<file path="src/hw/rtl/sffp_pkg.sv">
// ----------------------------------------------------------------------------
// Servo frame packer package
// Shared widths, register indexes, sync bytes and the frame segment record
// that travels from the framer to the byte serializer.
// ----------------------------------------------------------------------------
package sffp_pkg;

  // Default frame sizes
  localparam int unsigned MAX_SERVOS_DEF  = 16;
  localparam int unsigned FIXED_SLOTS_DEF = 8;

  // Field and port widths
  localparam int unsigned PULSE_W    = 16;
  localparam int unsigned OCTET_W    = 8;
  localparam int unsigned COUNT_W    = 5;
  localparam int unsigned CFG_ADDR_W = 1;
  localparam int unsigned CFG_DATA_W = 5;

  // One input item yields at most seven bytes
  localparam int unsigned SEG_DEPTH = 7;
  localparam int unsigned SEG_CNT_W = 3;

  // Configuration register indexes
  typedef enum logic [CFG_ADDR_W-1:0] {
    CFG_VARIABLE_FORMAT = 1'b0,
    CFG_SERVO_COUNT     = 1'b1
  } cfg_reg_t;

  typedef logic [OCTET_W-1:0] octet_t;

  // Sync bytes of both frame formats
  localparam octet_t SYNC_FIXED_0 = 8'hFF;
  localparam octet_t SYNC_FIXED_1 = 8'hEE;
  localparam octet_t SYNC_VAR_0   = 8'hFE;
  localparam octet_t SYNC_VAR_1   = 8'hEF;

  // Byte counts of one segment
  localparam logic [SEG_CNT_W-1:0] SEG_BODY       = 3'd2;
  localparam logic [SEG_CNT_W-1:0] SEG_BODY_CK    = 3'd4;
  localparam logic [SEG_CNT_W-1:0] SEG_FIXED      = 3'd4;
  localparam logic [SEG_CNT_W-1:0] SEG_FIXED_CK   = 3'd6;
  localparam logic [SEG_CNT_W-1:0] SEG_VAR        = 3'd5;
  localparam logic [SEG_CNT_W-1:0] SEG_VAR_CK     = 3'd7;

  // Configuration as seen by the framer
  typedef struct packed {
    logic               variable_format;
    logic [COUNT_W-1:0] servo_count;
  } cfg_t;

  // Bytes produced by one input item, lowest entry sent first
  typedef struct packed {
    octet_t [SEG_DEPTH-1:0] bytes;
    logic [SEG_CNT_W-1:0]   count;
    logic                   closes;
  } seg_t;

endpackage

</file>
<file path="src/hw/rtl/sffp_framer.sv">
// ----------------------------------------------------------------------------
// Servo frame packer: framer
// Takes one pulse value per transfer, tracks slot position and Fletcher sums,
// and registers the full byte segment that the item adds to the frame.
// ----------------------------------------------------------------------------
module sffp_framer #(
  parameter int unsigned MAX_SERVOS  = sffp_pkg::MAX_SERVOS_DEF,
  parameter int unsigned FIXED_SLOTS = sffp_pkg::FIXED_SLOTS_DEF
) (
  input  logic                           clk,
  input  logic                           rst,
  input  sffp_pkg::cfg_t                 cfg,
  input  logic                           in_valid,
  output logic                           in_ready,
  input  logic [sffp_pkg::PULSE_W-1:0]   in_pulse,
  output logic                           seg_valid,
  input  logic                           seg_ready,
  output sffp_pkg::seg_t                 seg
);
  import sffp_pkg::*;

  localparam int unsigned MAX_LEN = (MAX_SERVOS > FIXED_SLOTS) ? MAX_SERVOS : FIXED_SLOTS;
  localparam int unsigned LEN_W   = $clog2(MAX_LEN + 1);

  logic [LEN_W-1:0] slot_index, slot_index_next;
  octet_t           sum_a, sum_a_next;
  octet_t           sum_b, sum_b_next;
  octet_t           frame_len;
  logic             frame_start;
  logic             closes;
  logic             accept;
  octet_t           pulse_hi, pulse_lo;
  octet_t           a0, b0, a1, b1, a2, b2;
  seg_t             seg_next;

  assign accept   = in_valid && in_ready;
  assign in_ready = !seg_valid || seg_ready;
  assign pulse_hi = in_pulse[PULSE_W-1:OCTET_W];
  assign pulse_lo = in_pulse[OCTET_W-1:0];

  // Slots per frame: FIXED_SLOTS, or the servo count clamped to 1..MAX_SERVOS.
  always_comb begin
    if (!cfg.variable_format) begin
      frame_len = OCTET_W'(FIXED_SLOTS);
    end else if (cfg.servo_count == '0) begin
      frame_len = 8'd1;
    end else if (OCTET_W'(cfg.servo_count) > OCTET_W'(MAX_SERVOS)) begin
      frame_len = OCTET_W'(MAX_SERVOS);
    end else begin
      frame_len = OCTET_W'(cfg.servo_count);
    end
  end

  assign frame_start = (slot_index == '0);
  assign closes      = (OCTET_W'(slot_index) + 8'd1) >= frame_len;

  // Fletcher sums over the two pulse bytes; a new frame starts from zero.
  always_comb begin
    a0 = frame_start ? '0 : sum_a;
    b0 = frame_start ? '0 : sum_b;
    a1 = a0 + pulse_hi;
    b1 = b0 + a1;
    a2 = a1 + pulse_lo;
    b2 = b1 + a2;
  end

  // Next slot position and sums
  always_comb begin
    if (closes) begin
      slot_index_next = '0;
      sum_a_next      = '0;
      sum_b_next      = '0;
    end else begin
      slot_index_next = slot_index + 1'b1;
      sum_a_next      = a2;
      sum_b_next      = b2;
    end
  end

  // Segment of bytes for this item: optional header, pulse, optional checksum.
  always_comb begin
    seg_next        = '0;
    seg_next.closes = closes;
    if (!frame_start) begin
      seg_next.bytes[0] = pulse_hi;
      seg_next.bytes[1] = pulse_lo;
      seg_next.bytes[2] = a2;
      seg_next.bytes[3] = b2;
      seg_next.count    = closes ? SEG_BODY_CK : SEG_BODY;
    end else if (!cfg.variable_format) begin
      seg_next.bytes[0] = SYNC_FIXED_0;
      seg_next.bytes[1] = SYNC_FIXED_1;
      seg_next.bytes[2] = pulse_hi;
      seg_next.bytes[3] = pulse_lo;
      seg_next.bytes[4] = a2;
      seg_next.bytes[5] = b2;
      seg_next.count    = closes ? SEG_FIXED_CK : SEG_FIXED;
    end else begin
      seg_next.bytes[0] = SYNC_VAR_0;
      seg_next.bytes[1] = SYNC_VAR_1;
      seg_next.bytes[2] = frame_len;
      seg_next.bytes[3] = pulse_hi;
      seg_next.bytes[4] = pulse_lo;
      seg_next.bytes[5] = a2;
      seg_next.bytes[6] = b2;
      seg_next.count    = closes ? SEG_VAR_CK : SEG_VAR;
    end
  end

  // Frame state and segment valid flag
  always_ff @(posedge clk) begin
    if (rst) begin
      slot_index <= '0;
      sum_a      <= '0;
      sum_b      <= '0;
      seg_valid  <= 1'b0;
    end else begin
      if (accept) begin
        slot_index <= slot_index_next;
        sum_a      <= sum_a_next;
        sum_b      <= sum_b_next;
      end
      if (accept) begin
        seg_valid <= 1'b1;
      end else if (seg_ready) begin
        seg_valid <= 1'b0;
      end
    end
  end

  // Segment payload register
  always_ff @(posedge clk) begin
    if (accept) begin
      seg <= seg_next;
    end
  end

  // A segment waiting on the serializer is held unchanged.
  a_seg_hold: assert property (@(posedge clk) disable iff (rst)
    seg_valid && !seg_ready |=> seg_valid && $stable(seg))
    else $error("framer segment changed while stalled");

  // The slot position never reaches the longest frame.
  a_slot_range: assert property (@(posedge clk) disable iff (rst)
    slot_index < LEN_W'(MAX_LEN))
    else $error("slot index out of range");

  // Closing a frame clears the position and both sums.
  a_close_clear: assert property (@(posedge clk) disable iff (rst)
    accept && closes |=> slot_index == '0 && sum_a == '0 && sum_b == '0)
    else $error("frame state not cleared after close");

endmodule

</file>
<file path="src/hw/rtl/sffp_serializer.sv">
// ----------------------------------------------------------------------------
// Servo frame packer: byte serializer
// Holds one segment and sends its bytes one per transfer, loading the next
// segment in the cycle its last byte leaves.
// ----------------------------------------------------------------------------
module sffp_serializer (
  input  logic                          clk,
  input  logic                          rst,
  input  logic                          seg_valid,
  output logic                          seg_ready,
  input  sffp_pkg::seg_t                seg,
  output logic                          out_valid,
  input  logic                          out_ready,
  output logic [sffp_pkg::OCTET_W-1:0]  out_data,
  output logic                          out_last
);
  import sffp_pkg::*;

  seg_t                 held;
  logic                 active;
  logic [SEG_CNT_W-1:0] idx;
  logic                 last_byte;
  logic                 out_fire;
  logic                 load;

  assign last_byte = (idx == (held.count - 1'b1));
  assign out_fire  = out_valid && out_ready;
  assign seg_ready = !active || (out_fire && last_byte);
  assign load      = seg_valid && seg_ready;

  assign out_valid = active;
  assign out_data  = held.bytes[idx];
  assign out_last  = held.closes && last_byte;

  // Byte position and busy flag
  always_ff @(posedge clk) begin
    if (rst) begin
      active <= 1'b0;
      idx    <= '0;
    end else if (load) begin
      active <= 1'b1;
      idx    <= '0;
    end else if (out_fire) begin
      if (last_byte) begin
        active <= 1'b0;
      end else begin
        idx <= idx + 1'b1;
      end
    end
  end

  // Segment being sent
  always_ff @(posedge clk) begin
    if (load) begin
      held <= seg;
    end
  end

  // The byte position stays inside the held segment.
  a_idx_range: assert property (@(posedge clk) disable iff (rst)
    active |-> idx < held.count)
    else $error("serializer index past segment end");

  // A stalled output keeps its byte position.
  a_idx_hold: assert property (@(posedge clk) disable iff (rst)
    active && !out_ready |=> active && $stable(idx))
    else $error("serializer advanced without a transfer");

  // Every segment carries at least the two pulse bytes.
  a_seg_count: assert property (@(posedge clk) disable iff (rst)
    active |-> held.count >= SEG_BODY)
    else $error("held segment too short");

endmodule

</file>
<file path="src/hw/rtl/servo_frame_fletcher_packer.sv">
// ----------------------------------------------------------------------------
// Servo frame packer with Fletcher checksum
// Turns a stream of 16-bit servo pulse values into a byte stream of framed
// servo outputs with sync header, optional count byte and two 8-bit checksum bytes.
//
//   Channel   Dir  Signals                          Content
//   s_axis    in   tvalid tready tdata[15:0]        [15:0] pulse_width
//   m_axis    out  tvalid tready tdata[7:0] tlast   [7:0] out_byte, tlast frame_end
//   cfg       in   cfg_we cfg_addr cfg_wdata[4:0]   0 variable_format, 1 servo_count
//
// Each pulse yields 2 to 7 output bytes, sent one per cycle on m_axis while
// m_axis_tready is high; the single-byte output port limits the pulse rate.
// The next pulse is taken while the previous segment is still being sent.
// Reset (rst, synchronous) empties both stages and starts a new frame.
// Output stalls back up through the segment register to s_axis_tready.
// ----------------------------------------------------------------------------
module servo_frame_fletcher_packer #(
  parameter int unsigned MAX_SERVOS  = sffp_pkg::MAX_SERVOS_DEF,
  parameter int unsigned FIXED_SLOTS = sffp_pkg::FIXED_SLOTS_DEF
) (
  input  logic                              clk,
  input  logic                              rst,
  // Pulse input: [15:0] pulse_width
  input  logic                              s_axis_tvalid,
  output logic                              s_axis_tready,
  input  logic [sffp_pkg::PULSE_W-1:0]      s_axis_tdata,
  // Byte output: [7:0] out_byte
  output logic                              m_axis_tvalid,
  input  logic                              m_axis_tready,
  output logic [sffp_pkg::OCTET_W-1:0]      m_axis_tdata,
  output logic                              m_axis_tlast,
  // Register writes
  input  logic                              cfg_we,
  input  logic [sffp_pkg::CFG_ADDR_W-1:0]   cfg_addr,
  input  logic [sffp_pkg::CFG_DATA_W-1:0]   cfg_wdata
);
  import sffp_pkg::*;

  cfg_t cfg;
  logic seg_valid;
  logic seg_ready;
  seg_t seg;

  // Configuration registers
  always_ff @(posedge clk) begin
    if (rst) begin
      cfg.variable_format <= 1'b0;
      cfg.servo_count     <= COUNT_W'(FIXED_SLOTS_DEF);
    end else if (cfg_we) begin
      unique case (cfg_reg_t'(cfg_addr))
        CFG_VARIABLE_FORMAT: cfg.variable_format <= cfg_wdata[0];
        CFG_SERVO_COUNT:     cfg.servo_count     <= cfg_wdata[COUNT_W-1:0];
        default:             ;
      endcase
    end
  end

  // Slot tracking, checksum and segment build
  sffp_framer #(
    .MAX_SERVOS  (MAX_SERVOS),
    .FIXED_SLOTS (FIXED_SLOTS)
  ) u_framer (
    .clk       (clk),
    .rst       (rst),
    .cfg       (cfg),
    .in_valid  (s_axis_tvalid),
    .in_ready  (s_axis_tready),
    .in_pulse  (s_axis_tdata),
    .seg_valid (seg_valid),
    .seg_ready (seg_ready),
    .seg       (seg)
  );

  // Byte-wide output
  sffp_serializer u_serializer (
    .clk       (clk),
    .rst       (rst),
    .seg_valid (seg_valid),
    .seg_ready (seg_ready),
    .seg       (seg),
    .out_valid (m_axis_tvalid),
    .out_ready (m_axis_tready),
    .out_data  (m_axis_tdata),
    .out_last  (m_axis_tlast)
  );

endmodule

</file>
<file path="config.mk">
export PLATFORM = sky130hd
export DESIGN_NAME = servo_frame_fletcher_packer
export DESIGN_NICKNAME = d
export VERILOG_FILES = /design/src/hw/rtl/sffp_pkg.sv /design/src/hw/rtl/sffp_framer.sv /design/src/hw/rtl/sffp_serializer.sv /design/src/hw/rtl/servo_frame_fletcher_packer.sv
export SDC_FILE = /design/constraint.sdc
export NUM_CORES = 1
export LEC_CHECK = 0
export BUFFER_PORTS_ARGS = -buffer_cell sky130_fd_sc_hd__buf_4
export CAP_MARGIN = 20
export CELL_PAD_IN_SITES_DETAIL_PLACEMENT = 0
export CELL_PAD_IN_SITES_GLOBAL_PLACEMENT = 2
export CORE_AREA = 2 2 137 139
export DETAILED_ROUTE_END_ITERATION = 8
export DIE_AREA = 0 0 139 141
export GPL_ROUTABILITY_DRIVEN = 0
export PLACE_DENSITY_LB_ADDON = 0.1
export SETUP_SLACK_MARGIN = 0.02
export SLEW_MARGIN = 25
export SYNTH_ARGS = -nofsm -noshare
export SYNTH_HDL_FRONTEND = slang
export SYNTH_SLANG_ARGS = --single-unit
</file>
<file path="constraint.sdc">
create_clock -name clk -period 7.55 [get_ports clk]
set_input_delay 1.1325 -clock clk [delete_from_list [all_inputs] [get_ports clk]]
set_output_delay 1.1325 -clock clk [all_outputs]
set_load 0.01 [all_outputs]
</file>
==> impl_metrics.toml, run 1 <==
[worst_setup_path]
slowest_stage = "or4b_2"
cp.required_ps = 7690
path_cells = "inv_1 > ha_1 > or4b_2 > and2_1 > ha_1 > inv_1 > fa_1 > nor2b_1 > o21ai_0 > a21boi_0 > o21a_1 > nor2_1 > xnor2_1 > ha_1 > nand2b_1 > o311ai_1 > fa_1 > ha_1 > nor2_1 > a21oi_1 > xnor2_4 > xnor2_1 > a21oi_1"
reg2reg_depth = 23
critical_path.max_fanout = 22
startpoint_type = "register"
critPathTopFamily = "adder cells"
cp-end-kind = "register"
reg2reg_from = "u_framer.slot_index[0]$_SDFFE_PP0P_"
path_class = "reg2reg"
worstPathArrival_ps = 6460
crit_buf_inv = 2
cp_common_cell = "ha_1"
r2r_slack_ps = 1230
critPathMaxStageDelay_ps = 860
worstReg2RegEnd = "u_framer.seg[35]$_DFFE_PP_"

[synth]
syn_area_um2 = 7510
syn-num-nets = 710
ys_dominant_reg_cell = "edfxtp_1"
ys_ff_latch = 152
synth_edf_count = 120
ys_seq_area_share_pct = 56.5
yosys_warnings = 0
netlist_instances = 645
postSynth.asyncResetShare_pct = 0
syn_area_per_cell_um2 = 11.6
yosysUniqueCellTypes = 52

[cells_and_area]
post-route-cell-area_um2 = 8590
nNetsFinal = 741
fill_cells = 1679
n_antenna_cell = 0
area_growth_syn_to_layout_pct = 14.4
final_util_pct = 47.0
drive_gt1_share_pct = 13.5

[route]
wire_per_inst_um = 18.0
drtIter0Drc = 271
viasPerCell = 5.22
postRouteAntennaNets = 0
m1WireLength_um = 8180
dr_wl_met3_um = 425
vias = 4817
routed-wl-met2_um = 7770
drc = 0
dr.pass1.iters = 4
drt-total-wl_um = 16700
highest_layer = "met4"

[clock_network]
cts_buffers = 17
post_cts_resized = 0
clk_pin_slew_ps = 60
htree_num_levels = 4
clock_path_buffers = 2
cts-hold-fix-buffers = 0
clock_latency_ps = 420
cts_root_buffer = "clkbuf_16"
cts.sinks = 152
tritoncts = "done"
post-cts-setup-buffers = 0

[floorplanning]
die_area_um2 = 19600
start_util_pct = 41.1
chipHeight_um = 141
chipWidth_um = 139
ios = 38
core_um2 = 18300
num_rows = 50

[timing]
relSlewSlack_pct = 33.1
clock-skew-final_ps = 10.6
fmax_mhz = 158
min_period_ps = 6320
tns_ps = 0
fin_ws_ps = 1230
finalSetupViolCount = 0
slew_violations = 0
tightest_slew_ps = 1000
hold_viol = 0
rsz0062_at_grt = "false"
min_period_over_period_pct = 83.6

[hold_path]
min_to = "u_serializer.held[54]$_DFFE_PP_"
worstHoldStart = "u_framer.seg[54]$_SDFFCE_PN0P_"
min_path_cells = 0
hold_class = "reg2reg"

[job]
cap_violations = 0

[placed_design]
place_ws_ps = 1280
port_buffers = 37
placed_cell_area_um2 = 7990
place_hpwl_um = 11300

[global_routing]
grt_max_degree = 78
grt_first_pass_wirelength_um = 26700
grt_pass1_vias = 4844
gr-total-overflow = 0
track_usage_pct = 17.9
antenna_found_initial = 0

[outcome]
status = "complete, no violations"

[power]
peakVddDrop_v = 0.000161
p_total_mw = 2.65
leakage_nw = 3.20
p_per_area_nw_per_um2 = 309
cell families after synthesis:
logic type / Yosys count / share of synthesized area, %
AO/OA/AOI/OAI: 124 / 9.94
XOR/XNOR: 30 / 4.28
adder cells (fa/ha/maj): 38 / 7.23
buffers and inverters: 63 / 3.58
flip-flops: 152 / 56.5
multiplexers: 30 / 5.33
AND/OR/NAND/NOR: 208 / 13.2
synth_stat cells (all sizes together), types with 4 or more instances:
cell type	n	area, µm²
a211oi	7	52.6
a21o	5	38.8
a21oi	60	300
a31oi	4	25.0
and2	16	100
and3	4	25.0
buf	12	77.6
clkbuf	20	75.1
dfxtp	32	641
edfxtp	120	3600
fa	9	180
ha	29	363
inv	31	116
mux2i	22	220
mux4	8	180
nand2	62	249
nand2b	15	93.8
nand3	26	130
nor2	66	248
nor2b	9	56.3
o21a	6	45.0
o21ai	20	100
o32ai	4	35.0
xnor2	22	230
xor2	7	68.8
cell usage in the layout, fill, tap and decap left out, types with 7 or more instances in the layout:
master	n
nand2b_1	15
o21ai_0	13
mux2i_1	22
ha_1	29
nand2_1	61
and2_1	16
inv_1	29
nand3_1	26
a21oi_1	60
fa_1	9
dfxtp_1	32
clkbuf_16	17
edfxtp_1	120
o21ai_1	7
a211oi_1	7
nor2b_1	8
buf_4	44
xnor2_1	20
nor2_1	66
mux4_2	8
per-stage QoR:
step / hold slack [ps] / cells
6_report: 417 / 923
5_1_grt: 420 / 923
4_1_cts: 418 / 923
3_5_place_dp: 405 / 891
3_3_place_gp: 401 / 891
2_1_floorplan: 400 / 645
where the power goes:
part	switching (mW)	internal (mW)
clock network	0.336	0.522
logic	0.416	0.288
registers	0.0399	1.05
how the worst max path moves through the flow:
stage	from	end	slack, ps	cells after the start
final	u_framer.slot_index[0]$_SDFFE_PP0P_	u_framer.seg[35]$_DFFE_PP_	1230	23
after global routing	u_framer.slot_index[0]$_SDFFE_PP0P_	u_framer.seg[35]$_DFFE_PP_	720	23
after CTS	u_framer.slot_index[0]$_SDFFE_PP0P_	u_framer.seg[35]$_DFFE_PP_	1250	23
after detailed placement	u_framer.slot_index[0]$_SDFFE_PP0P_	u_framer.seg[35]$_DFFE_PP_	1280	23
after global placement	u_framer.slot_index[0]$_SDFFE_PP0P_	u_framer.seg[35]$_DFFE_PP_	1440	23
after floorplan	u_framer.slot_index[0]$_SDFFE_PP0P_	u_framer.seg[35]$_DFFE_PP_	1930	24
layer usage:
layer  vias to the layer above  GRT usage, %
li1                       2366             -
met2                        76          28.1
met4                         0          6.38
met3                        23          3.36
met5                         -             0
met1                      2352          25.0
final cells by class:
class / instances / area (µm²) / area share (%)
flip-flops and latches: 152 / 4240 / 49.4
well taps: 234 / 293 / 3.41
multi-input cells: 430 / 3010 / 35.0
repair buffers: 44 / 330 / 3.84
clock inverters: 14 / 173 / 2.01
inverters: 31 / 116 / 1.35
clock buffers: 18 / 429 / 4.99
sequential cells by signal (all words and copies together), names as in the netlist:
signal / count
u_framer.sum_b: 8
u_framer.slot_index: 5
cfg: 6
u_framer.sum_a: 8
u_serializer.held: 60
u_serializer.idx: 3
u_serializer.out_valid: 1
u_framer.seg_valid: 1
u_framer.seg: 60
Power figures use the tool's default switching activity.
==> inputs of run 2 (changes only) <==
--- a/config.mk
+++ b/config.mk
@@ -9,9 +9,9 @@
 export CAP_MARGIN = 20
 export CELL_PAD_IN_SITES_DETAIL_PLACEMENT = 0
 export CELL_PAD_IN_SITES_GLOBAL_PLACEMENT = 2
-export CORE_AREA = 2 2 137 139
+export CORE_AREA = 2 2 144 146
 export DETAILED_ROUTE_END_ITERATION = 8
-export DIE_AREA = 0 0 139 141
+export DIE_AREA = 0 0 146 148
 export GPL_ROUTABILITY_DRIVEN = 0
 export PLACE_DENSITY_LB_ADDON = 0.1
 export SETUP_SLACK_MARGIN = 0.02
==> constraint.sdc (replaced) <==
create_clock -name clk -period 5.06 [get_ports clk]
set_input_delay 0.759 -clock clk [delete_from_list [all_inputs] [get_ports clk]]
set_output_delay 0.759 -clock clk [all_outputs]
set_load 0.01 [all_outputs]
==> impl_metrics.toml, run 2 (same netlist as run 1, synthesis figures left out) <==
[power]
peakVddDrop_v = 0.000235
power_frac_seq_pct = 38.2
p_sw_share_pct = 30.8
p_int_mw = 2.94
p_switching_mw = 1.31
leakage_nw = 3.41
clkPwrFrac_pct = 30.7
combPwrFrac_pct = 31.1
p_per_area_nw_per_um2 = 467

[global_routing]
grt_max_degree = 62
grt_first_pass_wirelength_um = 28900
track_usage_pct = 17.7
antenna_found_initial = 0
gr-total-overflow = 0
grt_pass1_vias = 5106

[timing]
clock-skew-final_ps = 13.1
hold_viol = 0
relSlewSlack_pct = 38.9
fin_ws_ps = 68.6
tightest_slew_ps = 914
min_period_ps = 4990
tns_ps = 0
rsz0062_at_grt = "true"
slew_violations = 0
min_period_over_period_pct = 98.6
worst_hold_slack_ps = 411
finalSetupViolCount = 0
fmax_mhz = 200

[clock_network]
clock_latency_ps = 430
clock_path_buffers = 2
htree_num_levels = 4
cts.sinks = 152
cts-hold-fix-buffers = 0
cts_buffers = 17
clk_pin_slew_ps = 70
cts_root_buffer = "clkbuf_16"
tritoncts = "done"

[placed_design]
place_ws_ps = -82.4
port_buffers = 37
place_hpwl_um = 12300
dp_cells = 947

[hold_path]
worstHoldStart = "u_framer.seg[49]$_SDFFCE_PN0P_"
min_to = "u_serializer.held[49]$_DFFE_PP_"
min_path_cells = 0
hold_class = "reg2reg"

[route]
postRouteAntennaNets = 0
drtIter0Drc = 271
drt-total-wl_um = 18200
dr.pass1.iters = 5
wire_per_inst_um = 18.4
viasPerCell = 5.02
drc = 0
vias = 4970

[floorplanning]
ios = 38
die_area_um2 = 21600
chipHeight_um = 148
chipWidth_um = 146
num_rows = 52
core_um2 = 20000
start_util_pct = 37.5

[worst_setup_path]
cp.required_ps = 5340
critical_path.max_fanout = 6
worstReg2RegEnd = "u_framer.seg[50]$_SDFFCE_PN0P_"
startpoint_type = "register"
r2r_slack_ps = 70
reg2reg_depth = 23
worstPathArrival_ps = 5280
reg2reg_from = "u_framer.slot_index[1]$_SDFFE_PP0P_"
cp-end-kind = "register"
path_class = "reg2reg"

[cells_and_area]
final_common_cell = "edfxtp_1"
drive_gt1_share_pct = 21.9
n_antenna_cell = 0
area_growth_syn_to_layout_pct = 21.1
final_cells = 990
top_regs = "u_framer.seg: 60 flops, u_serializer.held: 60 flops"
nNetsFinal = 772
layout_common_cells = "edfxtp_1 (120), buf_4 (73), nor2_1 (64), nand2_1 (61), a21oi_1 (56)"

[job]
cap_violations = 0

[outcome]
status = "complete, no violations"
[run 2: changes by cell type in the layout (fill, tap and decap cells not counted), moves of 4 or more]
cell | previous run | this run
ha_1 | 29 | 23
clkinv_4 | 1 | 5
buf_4 | 44 | 73
ha_4 | 0 | 5
a21oi_1 | 60 | 56
[run 2: final cells by class]
type	count	area, µm²
fillers	1896	10900
flip-flops and latches	152	4250
multi-input cells	430	3210
repair buffers	75	579
clock buffers	19	433
well taps	270	338
clock inverters	13	173
inverters	31	116
[run 2: per-layer routing]
metal / vias to the layer above / track usage, % / share of wire (%) / routed length [µm]
met1: 2442 / 24.6 / 49 / 8830
li1: 2433 / - / - / -
met2: 80 / 28.6 / 48 / 8700
met3: 15 / 3.33 / 2.6 / 479
met5: - / 0 / 0 / 0
met4: 0 / 4.81 / 1.0 / 182
[run 2: worst max path at each step]
stage | startpoint | endpoint | slack (ps)
final | u_framer.slot_index[1]$_SDFFE_PP0P_ | u_framer.seg[50]$_SDFFCE_PN0P_ | 70
after global routing | u_framer.slot_index[1]$_SDFFE_PP0P_ | u_framer.seg[50]$_SDFFCE_PN0P_ | -160
after CTS | u_framer.slot_index[1]$_SDFFE_PP0P_ | u_framer.seg[35]$_DFFE_PP_ | 20
after detailed placement | u_framer.slot_index[1]$_SDFFE_PP0P_ | u_framer.seg[51]$_SDFFCE_PN0P_ | -80
after global placement | u_framer.slot_index[1]$_SDFFE_PP0P_ | u_framer.seg[51]$_SDFFCE_PN0P_ | 50
after floorplan | u_framer.slot_index[0]$_SDFFE_PP0P_ | u_framer.seg[58]$_SDFFCE_PN0P_ | -20
[run 2: metrics by stage]
step	utilization (%)	cell area (µm²)	total power, mW
2_1_floorplan	-	7680	2.53
6_report	45.4	9100	4.25
3_5_place_dp	41.7	8350	2.90
4_1_cts	45.1	9040	4.24
5_1_grt	45.4	9100	4.49
3_3_place_gp	41.7	8350	2.88
[run 2: worst max-delay path, cell delays in order (launching register included)]
cell      delay (ps)
dfxtp_2          330
inv_2             60
ha_4             120
or4b_4           500
and2_4           170
ha_4             150
inv_2             50
fa_2             220
nor2b_2           60
o21ai_2          140
a21boi_2          80
o21a_1           190
nor2_1           120
xnor2_1          110
ha_2             420
nor2b_4           60
a221oi_2         310
o311ai_4         160
fa_1             540
ha_4             230
or4b_4           530
nand3_2          110
mux2i_1           80
nor2_1           100
[run 2: repair_timing]
item,in CTS,in global routing
hold endpoints to repair,0,0
gates cloned,0,0
setup endpoints to repair,7,15
pin swaps,0,5
resized for setup,5,11
setup buffers,10,1
[run 2: power groups by stage]
stage / logic [mW] / registers (mW) / clock network, mW
final: 1.32 / 1.62 / 1.31
after global routing: 1.46 / 1.64 / 1.39
after CTS: 1.28 / 1.62 / 1.34
after detailed placement: 1.25 / 1.65 / 0
after global placement: 1.23 / 1.65 / 0
after floorplan: 0.901 / 1.63 / 0
==> inputs of run 3 (changes only) <==
--- a/config.mk
+++ b/config.mk
@@ -9,9 +9,9 @@
 export CAP_MARGIN = 20
 export CELL_PAD_IN_SITES_DETAIL_PLACEMENT = 0
 export CELL_PAD_IN_SITES_GLOBAL_PLACEMENT = 2
-export CORE_AREA = 2 2 144 146
+export CORE_AREA = 2 2 137 139
 export DETAILED_ROUTE_END_ITERATION = 8
-export DIE_AREA = 0 0 146 148
+export DIE_AREA = 0 0 139 141
 export GPL_ROUTABILITY_DRIVEN = 0
 export PLACE_DENSITY_LB_ADDON = 0.1
 export SETUP_SLACK_MARGIN = 0.02
==> constraint.sdc (replaced) <==
create_clock -name clk -period 5.65 [get_ports clk]
set_input_delay 0.8475 -clock clk [delete_from_list [all_inputs] [get_ports clk]]
set_output_delay 0.8475 -clock clk [all_outputs]
set_load 0.01 [all_outputs]
==> impl_metrics.toml, run 3 (same netlist as run 1, synthesis figures left out) <==
[floorplanning]
ios = 38
num_rows = 50
die_area_um2 = 19600
chipWidth_um = 139
start_util_pct = 41.1
chipHeight_um = 141
core_um2 = 18300

[worst_setup_path]
crit_end = "u_framer.seg[58]$_SDFFCE_PN0P_"
cp-startpoint = "u_framer.slot_index[1]$_SDFFE_PP0P_"
r2r_slack_ps = 410
reg2reg_depth = 19
cp-end-kind = "register"
slowest_stage = "fa_1"
path_class = "reg2reg"
crit_buf_inv = 3
cp_common_cell = "ha_1"
critPathMaxStageDelay_ps = 570
critical_path.max_fanout = 6
worstPathArrival_ps = 5490
critPathTopFamily = "simple AND/OR/NAND/NOR gates"
cp.required_ps = 5910
cp_num_cells = 19
worstReg2RegEnd = "u_framer.seg[58]$_SDFFCE_PN0P_"
path_cells = "inv_1 > ha_1 > or4b_4 > buf_4 > and2_1 > ha_1 > buf_4 > o211ai_1 > o21ai_1 > xor2_2 > ha_1 > nor2b_1 > a221oi_2 > o311ai_2 > fa_1 > ha_4 > or4b_1 > and3_1 > nor2_1"
reg2reg_from = "u_framer.slot_index[1]$_SDFFE_PP0P_"
startpoint_type = "register"

[cells_and_area]
area_growth_syn_to_layout_pct = 17.2
drive_gt1_share_pct = 17.4
final_util_pct = 48.2
multiInputGateArea_um2 = 3110
n_antenna_cell = 0
final_common_cell = "edfxtp_1"
layout_common_cells = "edfxtp_1 (120), nor2_1 (65), nand2_1 (61), buf_4 (60), a21oi_1 (58)"
nNetsFinal = 757
ff_latch_area_um2 = 4240
top_regs = "u_framer.seg: 60 flops, u_serializer.held: 60 flops"
fill_cells = 1660
final_cells = 939

[placed_design]
place_hpwl_um = 11600
dp_cells = 904
port_buffers = 37

[timing]
relSlewSlack_pct = 36.8
fmax_mhz = 191
rsz0062_at_grt = "false"
min_period_ps = 5240
worst_hold_slack_ps = 415
finalSetupViolCount = 0
tightest_slew_ps = 946
min_period_over_period_pct = 92.7
hold_viol = 0
clock-skew-final_ps = 5.97
slew_violations = 0

[route]
wire_per_inst_um = 18.3
drt-total-wl_um = 17200
postRouteAntennaNets = 0
dr.pass1.iters = 5
drc = 0
drtIter0Drc = 301
viasPerCell = 5.15
vias = 4837

[clock_network]
clock_path_buffers = 2
htree_num_levels = 4
cts_root_buffer = "clkbuf_16"
clk_pin_slew_ps = 60
cts.sinks = 152
tritoncts = "done"
clock_latency_ps = 420
cts_buffers = 17

[global_routing]
grt_first_pass_wirelength_um = 27800
gr-total-overflow = 0
antenna_found_initial = 0
grt_pass1_vias = 5010
grt_max_degree = 54
track_usage_pct = 18.5

[hold_path]
hold_class = "reg2reg"
worstHoldStart = "u_framer.seg[33]$_DFFE_PP_"

[outcome]
status = "complete, no violations"

[power]
peakVddDrop_v = 0.000258
p_total_mw = 3.63
leakage_nw = 3.32
p_per_area_nw_per_um2 = 412

[job]
cap_violations = 0
[run 3: cell count changes in the layout (fill, tap and decap cells not counted), moves of 2 or more]
cell      before  now
inv_2          5    1
ha_1          23   27
dfxtp_1       30   32
clkinv_4       5    3
nor2b_2        2    0
dfxtp_2        2    0
clkbuf_8       0    2
a21oi_1       56   58
buf_4         73   60
ha_4           5    2
inv_1         26   29
nor2b_1        5    8
[run 3: layout make-up]
cell class / instances / share of cell area [%]
Clock buffer: 22 / 5.27
Clock inverter: 10 / 1.39
Inverter: 31 / 1.35
Multi-Input combinational cell: 430 / 35.3
Sequential cell: 152 / 48.2
Tap cell: 234 / 3.33
Timing Repair Buffer: 60 / 5.12
[run 3: worst reg2reg max path, cell delays in order, from the launching register on]
cell and delay [ps]:
dfxtp_1 340, inv_1 60, ha_1 170, or4b_4 490, buf_4 170, and2_1 150, ha_1 280, buf_4 130
o211ai_1 90, o21ai_1 270, xor2_2 250, ha_1 320, nor2b_1 190, a221oi_2 310, o311ai_2 180, fa_1 570
ha_4 240, or4b_1 560, and3_1 200, nor2_1 120
[run 3: power by group]
group	switching, mW	total, mW	internal [mW]
Clock	0.449	1.13	0.677
Combinational	0.586	1.05	0.462
Sequential	0.0505	1.45	1.40
[run 3: how the worst min path moves through the flow]
stage	to	slack, ps	cells after the start
floorplan	u_serializer.held[0]$_DFFE_PP_	400	0
global placement	u_serializer.held[12]$_DFFE_PP_	400	0
detailed placement	u_serializer.held[2]$_DFFE_PP_	400	0
CTS	u_serializer.held[35]$_DFFE_PP_	420	0
global route	u_serializer.held[13]$_DFFE_PP_	420	0
finish	u_serializer.held[33]$_DFFE_PP_	420	0
[run 3: per-layer routing]
metal	global-route usage, %	vias to the layer above	wire (µm)
met3	3.91	10	479
met4	5.00	0	150
met1	25.4	2366	8170
met2	30.2	64	8400
met5	0	-	0
li1	-	2397	-
[run 3: repair_timing]
item	4_1_cts	5_1_grt
cloned	0	0
hold buffers	0	0
pin swaps	2	5
endpoints found under the setup margin	6	8
resized for setup	3	15
buffers inserted	1	2
[run 3: stage by stage]
stage                     cell area [µm²]  worst slack (ps)  TNS (ps)
after floorplan                      7510              27.6         0
after global placement               8090              61.8         0
after detailed placement             8090              -115      -242
after CTS                            8710              47.4         0
after global routing                 8800              85.6         0
final                                8800               411         0
